--- config.mk ---
export PLATFORM = sky130hd
export DESIGN_NAME = yuv_plane_mean_variance
export DESIGN_NICKNAME = d
export VERILOG_FILES = /design/src/design/yuvmv_pkg.sv /design/src/design/yuv_plane_mean_variance.sv
export SDC_FILE = /design/constraint.sdc
export NUM_CORES = 2
export LEC_CHECK = 0
export BUFFER_PORTS_ARGS = -buffer_cell sky130_fd_sc_hd__buf_4
export CORE_ASPECT_RATIO = 1.5
export CORE_MARGIN = 5
export CORE_UTILIZATION = 30
export DETAILED_ROUTE_END_ITERATION = 6
export PLACE_DENSITY = 0.42
export SLEW_MARGIN = 25
export SYNTH_ARGS = -nofsm -noshare
export SYNTH_HDL_FRONTEND = slang
export SYNTH_SLANG_ARGS = --single-unit
--- constraint.sdc ---
create_clock -name clk -period 13.3 [get_ports clk]
set_input_delay 0.665 -clock clk [delete_from_list [all_inputs] [get_ports clk]]
set_output_delay 0.665 -clock clk [all_outputs]
set_load 0.01 [all_outputs]
--- src/design/yuvmv_pkg.sv ---
// Package for the YUV plane mean/variance block: datapath widths, step
// counts and plane codes. Depends on nothing.
package yuvmv_pkg;

    // Plane size limit and mean fraction
    localparam int MAX_LUMA_PIXELS = 4194304;
    localparam int MEAN_FRAC_BITS  = 8;

    // Field widths
    localparam int LUMA_W  = 23;
    localparam int PIX_W   = 8;
    localparam int PLANE_W = 2;
    localparam int FRAME_W = 16;
    localparam int MEAN_W  = 16;
    localparam int VAR_W   = 14;

    // Accumulator widths
    localparam int COUNT_W = 23;
    localparam int SUM_W   = 30;
    localparam int SQ_W    = 38;

    // Serial multiplier and divider widths
    localparam int MCAND_W     = SQ_W + 1;
    localparam int PROD_W      = 61;
    localparam int REM_W       = COUNT_W;
    localparam int Q1_W        = SQ_W + 1;
    localparam int MEAN_DIV_W  = SUM_W + MEAN_FRAC_BITS;
    localparam int MUL_STEPS   = SUM_W;
    localparam int STEP_W      = 6;

    // Plane codes
    localparam logic [PLANE_W-1:0] PLANE_Y = 2'd0;
    localparam logic [PLANE_W-1:0] PLANE_U = 2'd1;
    localparam logic [PLANE_W-1:0] PLANE_V = 2'd2;

endpackage

--- src/design/yuv_plane_mean_variance.sv ---
// Top level of the YUV plane mean/variance block: accumulators, bit-serial
// multiplier, shared restoring divider and output register.
// Depends on yuvmv_pkg.

// Pixels of 4:2:0 frames (Y plane of luma_pixels rounded down to a multiple of
// four and clamped to 4..MAX_LUMA_PIXELS samples, then U and V of a quarter of
// that each) are taken one per clock while a plane is running. On the last
// pixel of a plane the input stalls through the S_PREP setup state, an MSB-first
// shift-and-add multiplier forming N*(sumsq + floor(N/2)) and sum^2, then a
// one-bit-per-cycle restoring divider run three times (38 steps for the Q8.8
// mean, 61 and 39 steps for the two divisions by N that give the rounded
// variance), and the S_FIN state that loads the result register. A further stall
// follows only while an earlier result is still held in the output register.
// The luma size register is written through a port that is always ready.
module yuv_plane_mean_variance
(
    input  logic                            clk,
    input  logic                            rst_n,

    input  logic                            cfg_valid,
    output logic                            cfg_ready,
    input  logic [yuvmv_pkg::LUMA_W-1:0]    luma_pixels,

    input  logic                            pixel_valid,
    output logic                            pixel_stall,
    input  logic [yuvmv_pkg::PIX_W-1:0]     pixel,

    output logic                            result_valid,
    input  logic                            result_stall,
    output logic [yuvmv_pkg::PLANE_W-1:0]   plane,
    output logic [yuvmv_pkg::FRAME_W-1:0]   frame_number,
    output logic [yuvmv_pkg::MEAN_W-1:0]    mean_q8,
    output logic [yuvmv_pkg::VAR_W-1:0]     variance
);

    // Sequencer states
    localparam logic [2:0] S_ACC   = 3'd0;
    localparam logic [2:0] S_PREP  = 3'd1;
    localparam logic [2:0] S_MUL   = 3'd2;
    localparam logic [2:0] S_DMEAN = 3'd3;
    localparam logic [2:0] S_DVAR1 = 3'd4;
    localparam logic [2:0] S_DVAR2 = 3'd5;
    localparam logic [2:0] S_FIN   = 3'd6;

    logic [2:0]                         state_reg, state_next;
    logic [yuvmv_pkg::LUMA_W-1:0]       luma_reg;
    logic [yuvmv_pkg::COUNT_W-1:0]      count_reg, count_next;
    logic [yuvmv_pkg::SUM_W-1:0]        sum_reg, sum_next;
    logic [yuvmv_pkg::SQ_W-1:0]         sumsq_reg, sumsq_next;
    logic [yuvmv_pkg::PLANE_W-1:0]      plane_reg, plane_next;
    logic [yuvmv_pkg::FRAME_W-1:0]      frame_reg, frame_next;
    logic [yuvmv_pkg::STEP_W-1:0]       step_reg, step_next;

    logic [yuvmv_pkg::MCAND_W-1:0]      mcand_reg, mcand_next;
    logic [yuvmv_pkg::MUL_STEPS-1:0]    nbits_reg, nbits_next;
    logic [yuvmv_pkg::MUL_STEPS-1:0]    sbits_reg, sbits_next;
    logic [yuvmv_pkg::PROD_W-1:0]       prod_reg, prod_next;
    logic [yuvmv_pkg::PROD_W-1:0]       sqr_reg, sqr_next;
    logic [yuvmv_pkg::PROD_W-1:0]       dq_reg, dq_next;
    logic [yuvmv_pkg::REM_W-1:0]        rem_reg, rem_next;
    logic [yuvmv_pkg::MEAN_W-1:0]       mean_reg, mean_next;
    logic [yuvmv_pkg::VAR_W-1:0]        var_reg, var_next;

    logic                               out_valid_reg, out_valid_next;
    logic [yuvmv_pkg::PLANE_W-1:0]      out_plane_reg, out_plane_next;
    logic [yuvmv_pkg::FRAME_W-1:0]      out_frame_reg, out_frame_next;
    logic [yuvmv_pkg::MEAN_W-1:0]       out_mean_reg, out_mean_next;
    logic [yuvmv_pkg::VAR_W-1:0]        out_var_reg, out_var_next;

    logic                               accept;
    logic                               plane_end;
    logic                               out_load;
    logic [yuvmv_pkg::COUNT_W-1:0]      count_inc;
    logic [yuvmv_pkg::COUNT_W-1:0]      luma_masked;
    logic [yuvmv_pkg::COUNT_W-1:0]      luma_len;
    logic [yuvmv_pkg::COUNT_W-1:0]      plane_len;
    logic [2*yuvmv_pkg::PIX_W-1:0]      pix_sq;
    logic [yuvmv_pkg::REM_W:0]          div_trial;
    logic [yuvmv_pkg::REM_W:0]          div_diff;
    logic                               div_ge;
    logic [yuvmv_pkg::REM_W-1:0]        rem_step;
    logic [yuvmv_pkg::PROD_W-1:0]       dq_step;

    // Handshake outputs
    assign cfg_ready    = 1'b1;
    assign pixel_stall  = (state_reg != S_ACC);
    assign accept       = pixel_valid && !pixel_stall;
    assign result_valid = out_valid_reg;
    assign plane        = out_plane_reg;
    assign frame_number = out_frame_reg;
    assign mean_q8      = out_mean_reg;
    assign variance     = out_var_reg;

    // Plane length: luma size rounded down to four, clamped, quartered for chroma
    always_comb
    begin
        luma_masked = {luma_reg[yuvmv_pkg::LUMA_W-1:2], 2'b00};
        if (luma_masked < yuvmv_pkg::COUNT_W'(4))
        begin
            luma_len = yuvmv_pkg::COUNT_W'(4);
        end
        else if (luma_masked > yuvmv_pkg::COUNT_W'(yuvmv_pkg::MAX_LUMA_PIXELS))
        begin
            luma_len = yuvmv_pkg::COUNT_W'(yuvmv_pkg::MAX_LUMA_PIXELS);
        end
        else
        begin
            luma_len = luma_masked;
        end
        plane_len = (plane_reg == yuvmv_pkg::PLANE_Y) ? luma_len : (luma_len >> 2);
    end

    assign count_inc = count_reg + yuvmv_pkg::COUNT_W'(1);
    assign plane_end = accept && (count_inc >= plane_len);
    assign pix_sq    = {{yuvmv_pkg::PIX_W{1'b0}}, pixel} * {{yuvmv_pkg::PIX_W{1'b0}}, pixel};

    // One restoring divide step; the divisor is the sample count
    assign div_trial = {rem_reg, dq_reg[yuvmv_pkg::PROD_W-1]};
    assign div_diff  = div_trial - {1'b0, count_reg};
    assign div_ge    = (div_trial >= {1'b0, count_reg});
    assign rem_step  = div_ge ? div_diff[yuvmv_pkg::REM_W-1:0]
                              : div_trial[yuvmv_pkg::REM_W-1:0];
    assign dq_step   = {dq_reg[yuvmv_pkg::PROD_W-2:0], div_ge};

    // Sequencer and datapath next state
    always_comb
    begin
        state_next     = state_reg;
        count_next     = count_reg;
        sum_next       = sum_reg;
        sumsq_next     = sumsq_reg;
        plane_next     = plane_reg;
        frame_next     = frame_reg;
        step_next      = step_reg;
        mcand_next     = mcand_reg;
        nbits_next     = nbits_reg;
        sbits_next     = sbits_reg;
        prod_next      = prod_reg;
        sqr_next       = sqr_reg;
        dq_next        = dq_reg;
        rem_next       = rem_reg;
        mean_next      = mean_reg;
        var_next       = var_reg;
        out_valid_next = out_valid_reg;
        out_plane_next = out_plane_reg;
        out_frame_next = out_frame_reg;
        out_mean_next  = out_mean_reg;
        out_var_next   = out_var_reg;
        out_load       = 1'b0;

        // Result taken downstream
        if (out_valid_reg && !result_stall)
        begin
            out_valid_next = 1'b0;
        end

        case (state_reg)
            S_ACC:
            begin
                if (accept)
                begin
                    count_next = count_inc;
                    sum_next   = sum_reg + yuvmv_pkg::SUM_W'(pixel);
                    sumsq_next = sumsq_reg + yuvmv_pkg::SQ_W'(pix_sq);
                    if (plane_end)
                    begin
                        state_next = S_PREP;
                    end
                end
            end

            // Multiplicand sumsq + floor(N/2) folds the rounding half in
            S_PREP:
            begin
                mcand_next = {1'b0, sumsq_reg} + yuvmv_pkg::MCAND_W'(count_reg >> 1);
                nbits_next = yuvmv_pkg::MUL_STEPS'(count_reg);
                sbits_next = sum_reg;
                prod_next  = '0;
                sqr_next   = '0;
                step_next  = yuvmv_pkg::STEP_W'(yuvmv_pkg::MUL_STEPS - 1);
                state_next = S_MUL;
            end

            // MSB-first shift and add: N*mcand and sum*sum side by side
            S_MUL:
            begin
                prod_next  = {prod_reg[yuvmv_pkg::PROD_W-2:0], 1'b0}
                           + (nbits_reg[yuvmv_pkg::MUL_STEPS-1]
                              ? yuvmv_pkg::PROD_W'(mcand_reg) : '0);
                sqr_next   = {sqr_reg[yuvmv_pkg::PROD_W-2:0], 1'b0}
                           + (sbits_reg[yuvmv_pkg::MUL_STEPS-1]
                              ? yuvmv_pkg::PROD_W'(sum_reg) : '0);
                nbits_next = {nbits_reg[yuvmv_pkg::MUL_STEPS-2:0], 1'b0};
                sbits_next = {sbits_reg[yuvmv_pkg::MUL_STEPS-2:0], 1'b0};
                if (step_reg == '0)
                begin
                    // Mean dividend sum << 8, left aligned
                    dq_next    = {sum_reg, {(yuvmv_pkg::PROD_W - yuvmv_pkg::SUM_W){1'b0}}};
                    rem_next   = '0;
                    step_next  = yuvmv_pkg::STEP_W'(yuvmv_pkg::MEAN_DIV_W - 1);
                    state_next = S_DMEAN;
                end
                else
                begin
                    step_next = step_reg - yuvmv_pkg::STEP_W'(1);
                end
            end

            S_DMEAN:
            begin
                dq_next  = dq_step;
                rem_next = rem_step;
                // Odd N: N*floor(N/2) falls floor(N/2) short of floor(N^2/2)
                if (step_reg == yuvmv_pkg::STEP_W'(yuvmv_pkg::MEAN_DIV_W - 1))
                begin
                    prod_next = prod_reg + (count_reg[0]
                                ? yuvmv_pkg::PROD_W'(count_reg >> 1) : '0);
                end
                if (step_reg == '0)
                begin
                    mean_next  = dq_step[yuvmv_pkg::MEAN_W-1:0];
                    // N*sumsq + floor(N^2/2) - sum^2
                    dq_next    = prod_reg - sqr_reg;
                    rem_next   = '0;
                    step_next  = yuvmv_pkg::STEP_W'(yuvmv_pkg::PROD_W - 1);
                    state_next = S_DVAR1;
                end
                else
                begin
                    step_next = step_reg - yuvmv_pkg::STEP_W'(1);
                end
            end

            // First division by N
            S_DVAR1:
            begin
                dq_next  = dq_step;
                rem_next = rem_step;
                if (step_reg == '0)
                begin
                    dq_next    = {dq_step[yuvmv_pkg::Q1_W-1:0],
                                  {(yuvmv_pkg::PROD_W - yuvmv_pkg::Q1_W){1'b0}}};
                    rem_next   = '0;
                    step_next  = yuvmv_pkg::STEP_W'(yuvmv_pkg::Q1_W - 1);
                    state_next = S_DVAR2;
                end
                else
                begin
                    step_next = step_reg - yuvmv_pkg::STEP_W'(1);
                end
            end

            // Second division by N gives the rounded variance
            S_DVAR2:
            begin
                dq_next  = dq_step;
                rem_next = rem_step;
                if (step_reg == '0)
                begin
                    var_next   = dq_step[yuvmv_pkg::VAR_W-1:0];
                    state_next = S_FIN;
                end
                else
                begin
                    step_next = step_reg - yuvmv_pkg::STEP_W'(1);
                end
            end

            // Load the output register, clear sums, advance plane and frame
            S_FIN:
            begin
                if (!out_valid_reg || !result_stall)
                begin
                    out_load       = 1'b1;
                    out_valid_next = 1'b1;
                    out_plane_next = plane_reg;
                    out_frame_next = frame_reg;
                    out_mean_next  = mean_reg;
                    out_var_next   = var_reg;
                    count_next     = '0;
                    sum_next       = '0;
                    sumsq_next     = '0;
                    if (plane_reg == yuvmv_pkg::PLANE_V)
                    begin
                        plane_next = yuvmv_pkg::PLANE_Y;
                        frame_next = frame_reg + yuvmv_pkg::FRAME_W'(1);
                    end
                    else
                    begin
                        plane_next = plane_reg + yuvmv_pkg::PLANE_W'(1);
                    end
                    state_next = S_ACC;
                end
            end

            default:
            begin
                state_next = S_ACC;
            end
        endcase
    end

    // Control registers
    always_ff @(posedge clk or negedge rst_n)
    begin
        if (!rst_n)
        begin
            state_reg     <= S_ACC;
            luma_reg      <= yuvmv_pkg::LUMA_W'(4096);
            count_reg     <= '0;
            sum_reg       <= '0;
            sumsq_reg     <= '0;
            plane_reg     <= yuvmv_pkg::PLANE_Y;
            frame_reg     <= '0;
            step_reg      <= '0;
            out_valid_reg <= 1'b0;
        end
        else
        begin
            state_reg     <= state_next;
            count_reg     <= count_next;
            sum_reg       <= sum_next;
            sumsq_reg     <= sumsq_next;
            plane_reg     <= plane_next;
            frame_reg     <= frame_next;
            step_reg      <= step_next;
            out_valid_reg <= out_valid_next;
            if (cfg_valid && cfg_ready)
            begin
                luma_reg <= luma_pixels;
            end
        end
    end

    // Datapath and result payload
    always_ff @(posedge clk)
    begin
        mcand_reg     <= mcand_next;
        nbits_reg     <= nbits_next;
        sbits_reg     <= sbits_next;
        prod_reg      <= prod_next;
        sqr_reg       <= sqr_next;
        dq_reg        <= dq_next;
        rem_reg       <= rem_next;
        mean_reg      <= mean_next;
        var_reg       <= var_next;
        out_plane_reg <= out_plane_next;
        out_frame_reg <= out_frame_next;
        out_mean_reg  <= out_mean_next;
        out_var_reg   <= out_var_next;
    end

`ifndef SYNTHESIS
    // Divider remainder stays below the divisor
    a_rem_below_n: assert property (@(posedge clk) disable iff (!rst_n)
        (state_reg == S_DMEAN || state_reg == S_DVAR1 || state_reg == S_DVAR2)
        |-> (rem_reg < count_reg))
        else $error("divider remainder not below sample count");

    // Sums cleared once a result is loaded
    a_clear_after_load: assert property (@(posedge clk) disable iff (!rst_n)
        out_load |=> (count_reg == '0 && sum_reg == '0 && sumsq_reg == '0))
        else $error("accumulators not cleared after plane result");

    // Input held off after the last pixel of a plane
    a_stall_after_end: assert property (@(posedge clk) disable iff (!rst_n)
        plane_end |=> pixel_stall)
        else $error("pixel taken during plane computation");

    // Results stay within their ranges
    a_result_range: assert property (@(posedge clk) disable iff (!rst_n)
        result_valid |-> (variance <= 14'd16256 && mean_q8 <= 16'd65280))
        else $error("result out of range");

    // Plane index never goes past the V plane
    a_plane_code: assert property (@(posedge clk) disable iff (!rst_n)
        plane_reg <= yuvmv_pkg::PLANE_V)
        else $error("plane index out of range");
`endif

endmodule

; ---- After elaboration in Yosys (flattened, before gate mapping)
; Index checks and enable logic that the tools add are counted.
[word_totals]
word_cells = 129
inputBits = 36
out_inout_bits = 51
regBits = 525
[classes]
n_mux = 45
n_addsub = 12
eq_ne = 17
mul = 1
n_lt_le_gt_ge = 4
reduce_logical = 28
[op_table]
columns = operator, n
row1 = 61-bit 2-to-1 mux, 4
row2 = 61-bit one-hot mux with 4 select lines, 1
row3 = 23-bit 2-to-1 mux, 8
row4 = 61-bit one-hot mux with 3 select lines, 1
row5 = 30-bit one-hot mux with 2 select lines, 3
row6 = 61-bit one-hot mux with 2 select lines, 1
row7 = 30-bit 2-to-1 mux, 3
row8 = 38-bit 2-to-1 mux, 2
row9 = 38-bit one-hot mux with 2 select lines, 1
row10 = 23-bit one-hot mux with 3 select lines, 1
row11 = 61-bit by 22-bit adder with 61-bit output, 1
row12 = 61-bit by 30-bit adder with 61-bit output, 1
row13 = 61-bit by 39-bit adder with 61-bit output, 1
row14 = 61-bit subtractor, 1
row15 = 23-bit one-hot mux with 2 select lines, 1
row16 = 38-bit by 22-bit adder with 39-bit output, 1
row17 = 39-bit 2-to-1 mux, 1
row18 = 38-bit by 16-bit adder with 38-bit output, 1
row19 = 30-bit by 8-bit adder with 30-bit output, 1
row20 = 6-bit one-hot mux with 5 select lines, 1
row21 = 24-bit by 23-bit >= comparator with 1-bit output, 1
row22 = 6-bit 2-to-1 mux, 4
row23 = "23-bit by 1-bit adder with 23-bit output, second input constant", 1
row24 = 23-bit >= comparator, 1
row25 = other kinds (32), 65

; ---- Depth between registers and ports, before layout
[logic_depth]
ltp_word = 9
depth_mapped = 21
mapped_depth_nobuf = 21

; ---- Worst setup path before layout
; No wires, ideal clock.
[synth_timing]
kind = reg2reg
from = register state_reg[0]
to = register nbits_reg[0] (netlist bit) (enable)
path_stages_with_launch = 5
n_path_buf = 2
arrival_time_ps = 9466
period_less_slack_ps = 10234
required_ps = 12532
setup_slack_ps = 3066
setup_time_ps = 768
cell_sequence = dfrtp_1 > clkbuf_1 > clkbuf_1 > nand2b_1 > o21ai_0
[synth_via]
elab_chain_len = 2
elab_cells_between_ends = 3
classes_between = eq/ne (2) / reduce/logical (1)
[synth_lines]
columns = item, line_no
row1 = from (decl), yuv_plane_mean_variance.sv:45  ; logic [2:0] state_reg, state_next;
row2 = from (signal assigned), yuv_plane_mean_variance.sv:320  ; state_reg <= state_next;
row3 = 3-bit by 2-bit equality test with 1-bit output / 3-bit by 1-bit equality test with 1-bit output (equally long branches), yuv_plane_mean_variance.sv:157  ; case (state_reg)
row4 = 2-bit nonzero test (no line) (*), --
row5 = to (signal assigned), yuv_plane_mean_variance.sv:339  ; nbits_reg <= nbits_next;
row6 = to (decl), yuv_plane_mean_variance.sv:55  ; logic [yuvmv_pkg::MUL_STEPS-1:0] nbits_reg, nbits_next;
; Every way passes the cells marked *; elsewhere a longest branch is shown, timed or not.
; A chain may end at the register's enable or synchronous reset.

; ---- Worst setup path after layout
[layout_timing]
from = input pixel[5] (netlist bit)
to = register sumsq_reg[36] (netlist bit)
[layout_via]
elab_chain_len = 4
[layout_lines]
columns = item, line_no
row1 = from (decl), yuv_plane_mean_variance.sv:26  ; input logic [yuvmv_pkg::PIX_W-1:0] pixel,
row2 = 8-bit by 8-bit multiplier with 16-bit output, yuv_plane_mean_variance.sv:115  ; assign pix_sq = {{yuvmv_pkg::PIX_W{1'b0}}, pixel} * {{yuvmv_pkg::PIX_W{1'b0}}, pixel};
row3 = 38-bit by 16-bit adder with 38-bit output, yuv_plane_mean_variance.sv:164  ; sumsq_next = sumsq_reg + yuvmv_pkg::SQ_W'(pix_sq);
row4 = 38-bit 2-to-1 mux, yuv_plane_mean_variance.sv:160  ; if (accept)
row5 = 38-bit one-hot mux with 2 select lines, yuv_plane_mean_variance.sv:157
row6 = to (signal assigned), yuv_plane_mean_variance.sv:323  ; sumsq_reg <= sumsq_next;
row7 = to (decl), yuv_plane_mean_variance.sv:49  ; logic [yuvmv_pkg::SQ_W-1:0] sumsq_reg, sumsq_next;
; No other way between the ends. The select of a mux whose other input is x is not followed.

==> results.md <==
* Die Footprint at ~130000 sq um
* Mapped Area at between 30000 and 40000 sq um
* Detailed placer's ending HPWL at between 90000 and 100000 um
* Num rows at roughly 160
* Synthesis-to-finish area growth at 12.0%
* Final Setup Violations at 0
* FMAX at 0.190 GHz
* Post-route cell area at between 40000 and 50000 sq um
* Fin nets at about 4400
* Top Usage Layer GRT: met2
* Hold Vio Cnt, Final at 0
* RSZ-0062 raised after global routing: false
* R2R setup slack at 8.10 ns
* DR vias at 29700
* Cts bufs inserted at 60
* Met1 usage at roughly 21%
* Seq/Total Area, Yosys at about two fifths
* Max IR drop VDD at 0.124 mV
* Synth Net Count at around 4400
* Crit share post-route at 39.7%
* Avg WL per Cell at approximately 22 um
* Ratio of cells with drive above 1 in the final layout at under 10%
* Worst Setup End Kind: flop
* Worst Tran Pin Value at 1.06 ns
* PwrDens at around 170 nW/um^2
* Layout Utilization at 33.7%
* Max-cap violations at 0
* Top FF cell, synth: edfxtp_1
* Syn Area/Cell at between 9 and 10 sq um
* Combinational power share at between 40 and 50%
* FF+latch count, synth at ~520
* Crit. Startpoint: pixel[5]
* P_int at between 0.004 and 0.005 W
* Mapped Cells at slightly above 4000
* Final Non-Filler Cells at 5723
* H-tree depth at 2
* Top Ports at 87
* NetSw at ~0.0030 W
* Detail Route Antenna Nets at 0
* Largest net degree at the start of global routing at between 90 and 100
* Crit Path Category: primary input to flop
* Async set-or-reset flop fraction in the synthesized netlist at 26.8%
* Postcts setup bufs at 0
* Worst Hold Endpoint: luma_reg[19]$_DFFE_PN0P_
* RePlAce Congestion at between 0.9 and 1
* Sw Share at about two fifths
* Tmin final at roughly 5.3 ns
* Worst flop-to-flop path endpoint: sumsq_reg[36]$_DFFE_PN0P_
* Clk pwr share at between 20% and 30%
* Slew Viols, Final at 0
* Starting Density at 30.1%
* Die X-Extent at ~300 um
* FF-to-FF path depth at 19
* Pre-antenna DRT Iters at 7
* Met3 GRT Util at 1.80%
* Post-synth EDFFs at ~380
* HP Class: primary input to flop
* Yosys warnings at 0
* Crit Path Max Fanout at 9
* Critical hold path startpoint: luma_pixels[19]
* Pleak at 17.2 nW
* DR vias/cell at 5.19
* Root buf cell: clkbuf_16
* Die height at 444 um
* Clock sinks at roughly 520
* Port bufs at 83
* Vias in the first global route at roughly 30000
* Post-synth cell types at between 90 and 100
* Worst-Skew Late Latency at just under 0.7 ns
* FF-to-FF Start: sumsq_reg[4]$_DFFE_PN0P_
* CP required at between 10 and 15 ns
* First-pass GRT wire length at 189000 um
* Initial antenna violation count at 1
* Core area at 125000 sq um
* Status: complete, no violations
* GRT overflow at 0
* Placed Area at 40000 sq um
* Initial DRC Count at about 1600
* Relative slew slack at between 20 and 30%
* Inst Count DP at around 5600
* Total routed wirelength at 124000 um
* DRC errors left at 0
* Seq pwr share at 32.7%
* Clock Path Buffers at 3
* GRT Util Overall at a little under a fifth
* Crit start category: primary input
* Clk slew on worst S/H paths at around 0.06 ns
* Critical Path AT at approximately 5.8 ns
* Setup tns final at 0 ns
* Post-cts resize count at 0
* Hold Path Stages at 2
* Setup Skew at 0.0525 ns
* CTS tree: done
* Met2 Use GR at between 30% and 40%
-- placed cells by master (no fill, tap or decap), types with 24 or more instances in the layout --
cell / count
nand2_1: 452
edfxtp_1: 383
nor2_1: 292
a21oi_1: 286
ha_1: 271
o21ai_0: 253
inv_1: 251
xnor2_1: 222
a21o_1: 140
dfrtp_1: 138
and2_1: 127
buf_4: 124
xor2_1: 116
nand3_1: 91
clkbuf_16: 65
nand4_1: 60
o22ai_1: 60
nor3_1: 57
and3_1: 53
fa_1: 46
o21bai_1: 41
mux2i_1: 40
nand2b_1: 30
a31oi_1: 30
a211oi_1: 30
nor2b_1: 28
o21a_1: 28
mux2_2: 25
or3_1: 24
-- metal layers --
layer  vias to the layer above  routed length [um]
li1                      14600                   -
met1                     14500               49100
met2                       467               65900
met3                       160                3290
met4                         0                5810
met5                         -                   0
-- worst max-delay path by stage --
stage	cells past startpoint	to	slack, ns
floorplan	4	nbits_reg[0]$_SDFFCE_PP0P_	3.07
global route	19	sumsq_reg[36]$_DFFE_PN0P_	7.60
CTS	19	sumsq_reg[36]$_DFFE_PN0P_	7.94
detailed placement	19	sumsq_reg[36]$_DFFE_PN0P_	7.19
global placement	19	sumsq_reg[36]$_DFFE_PN0P_	7.20
finish	19	sumsq_reg[36]$_DFFE_PN0P_	8.03
-- cell type report --
class,count,area [sq um]
clock buffer,85,1780
tap,1610,2010
antenna,2,5.00
multi-input combinational,3093,21100
fill,13100,82800
clock inverter,29,318
inverter,254,956
timing repair buffer,127,972
sequential,523,15000
-- cell families (layout without fill, tap and decap cells) --
logic type                 count (synthesis)  count (layout)  share of synthesized area [%]
AOI/OAI and AO/OA                       1059            1059                           18.0
xor gates and xnor gates                 338             338                           7.87
adders and majority gates                317             317                           11.5
buffers and inverters                    423             495                           4.32
DFF                                      523             523                           39.9
muxes                                     65              65                           1.81
other                                      1               3                        0.00997
and+or+nand+nor                         1313            1313                           16.7
-- synthesized netlist by cell type (all sizes together), types with 16 or more instances --
cell    number  share of area, %
nor2       297               3.0
clkbuf     149               1.5
mux2        25              0.75
edfxtp     383                31
a211oi      33              0.68
nor2b       29              0.48
fa          46               2.4
o21bai      41              0.82
and3        53              0.88
nand2b      30              0.50
nand4       60               1.0
ha         271               9.0
and2       130               2.2
or3         25              0.43
and4        16              0.37
a21o       140               2.8
dfrtp      139               9.2
o21a        28              0.56
buf         20              0.30
nor4        25              0.45
xor2       116               2.7
o211ai      17              0.35
inv        251               2.5
nand3       93               1.3
nand2      457               4.6
o22ai       61               1.0
nor3        59              0.78
a21oi      286               3.8
mux2i       40               1.1
xnor2      222               5.2
o21ai      262               3.5
a31oi       31              0.56
-- critical path, stage by stage --
cell and delay [ns]:
buf_4 0.19, inv_1 0.17, nor2_1 0.16, inv_1 0.07, fa_1 0.48, fa_1 0.53, fa_1 0.44, fa_1 0.54
inv_1 0.04, ha_1 0.28, inv_1 0.06, o21bai_1 0.15, a21oi_1 0.14, a2111o_1 0.47, a31o_2 0.29, a211oi_2 0.73
nand4_1 0.19, xor2_1 0.16, nor2_1 0.05
-- stage by stage --
stage                     hold WS (ns)  worst slack (ns)  power [W]
after global routing             0.168              7.60    0.00776
after CTS                        0.141              7.94    0.00734
final                            0.211              8.03    0.00723
after floorplan                  0.369              3.07    0.00456
after detailed placement         0.405              7.19    0.00550
after global placement           0.404              7.20    0.00550
-- power by group through the flow --
stage | Combinational, W | Sequential (W) | Clock, W
after floorplan | 0.00230 | 0.00227 | 0
after global placement | 0.00309 | 0.00240 | 0
after detailed placement | 0.00309 | 0.00241 | 0
after CTS | 0.00311 | 0.00237 | 0.00185
after global routing | 0.00346 | 0.00239 | 0.00191
final | 0.00308 | 0.00237 | 0.00178
-- timing repair --
item	4_1_cts	5_1_grt
hold buffers	1	0
hold endpoints to repair	32	0
endpoints found under the setup margin	0	0
Note: power is estimated with default switching activity, not from simulation.
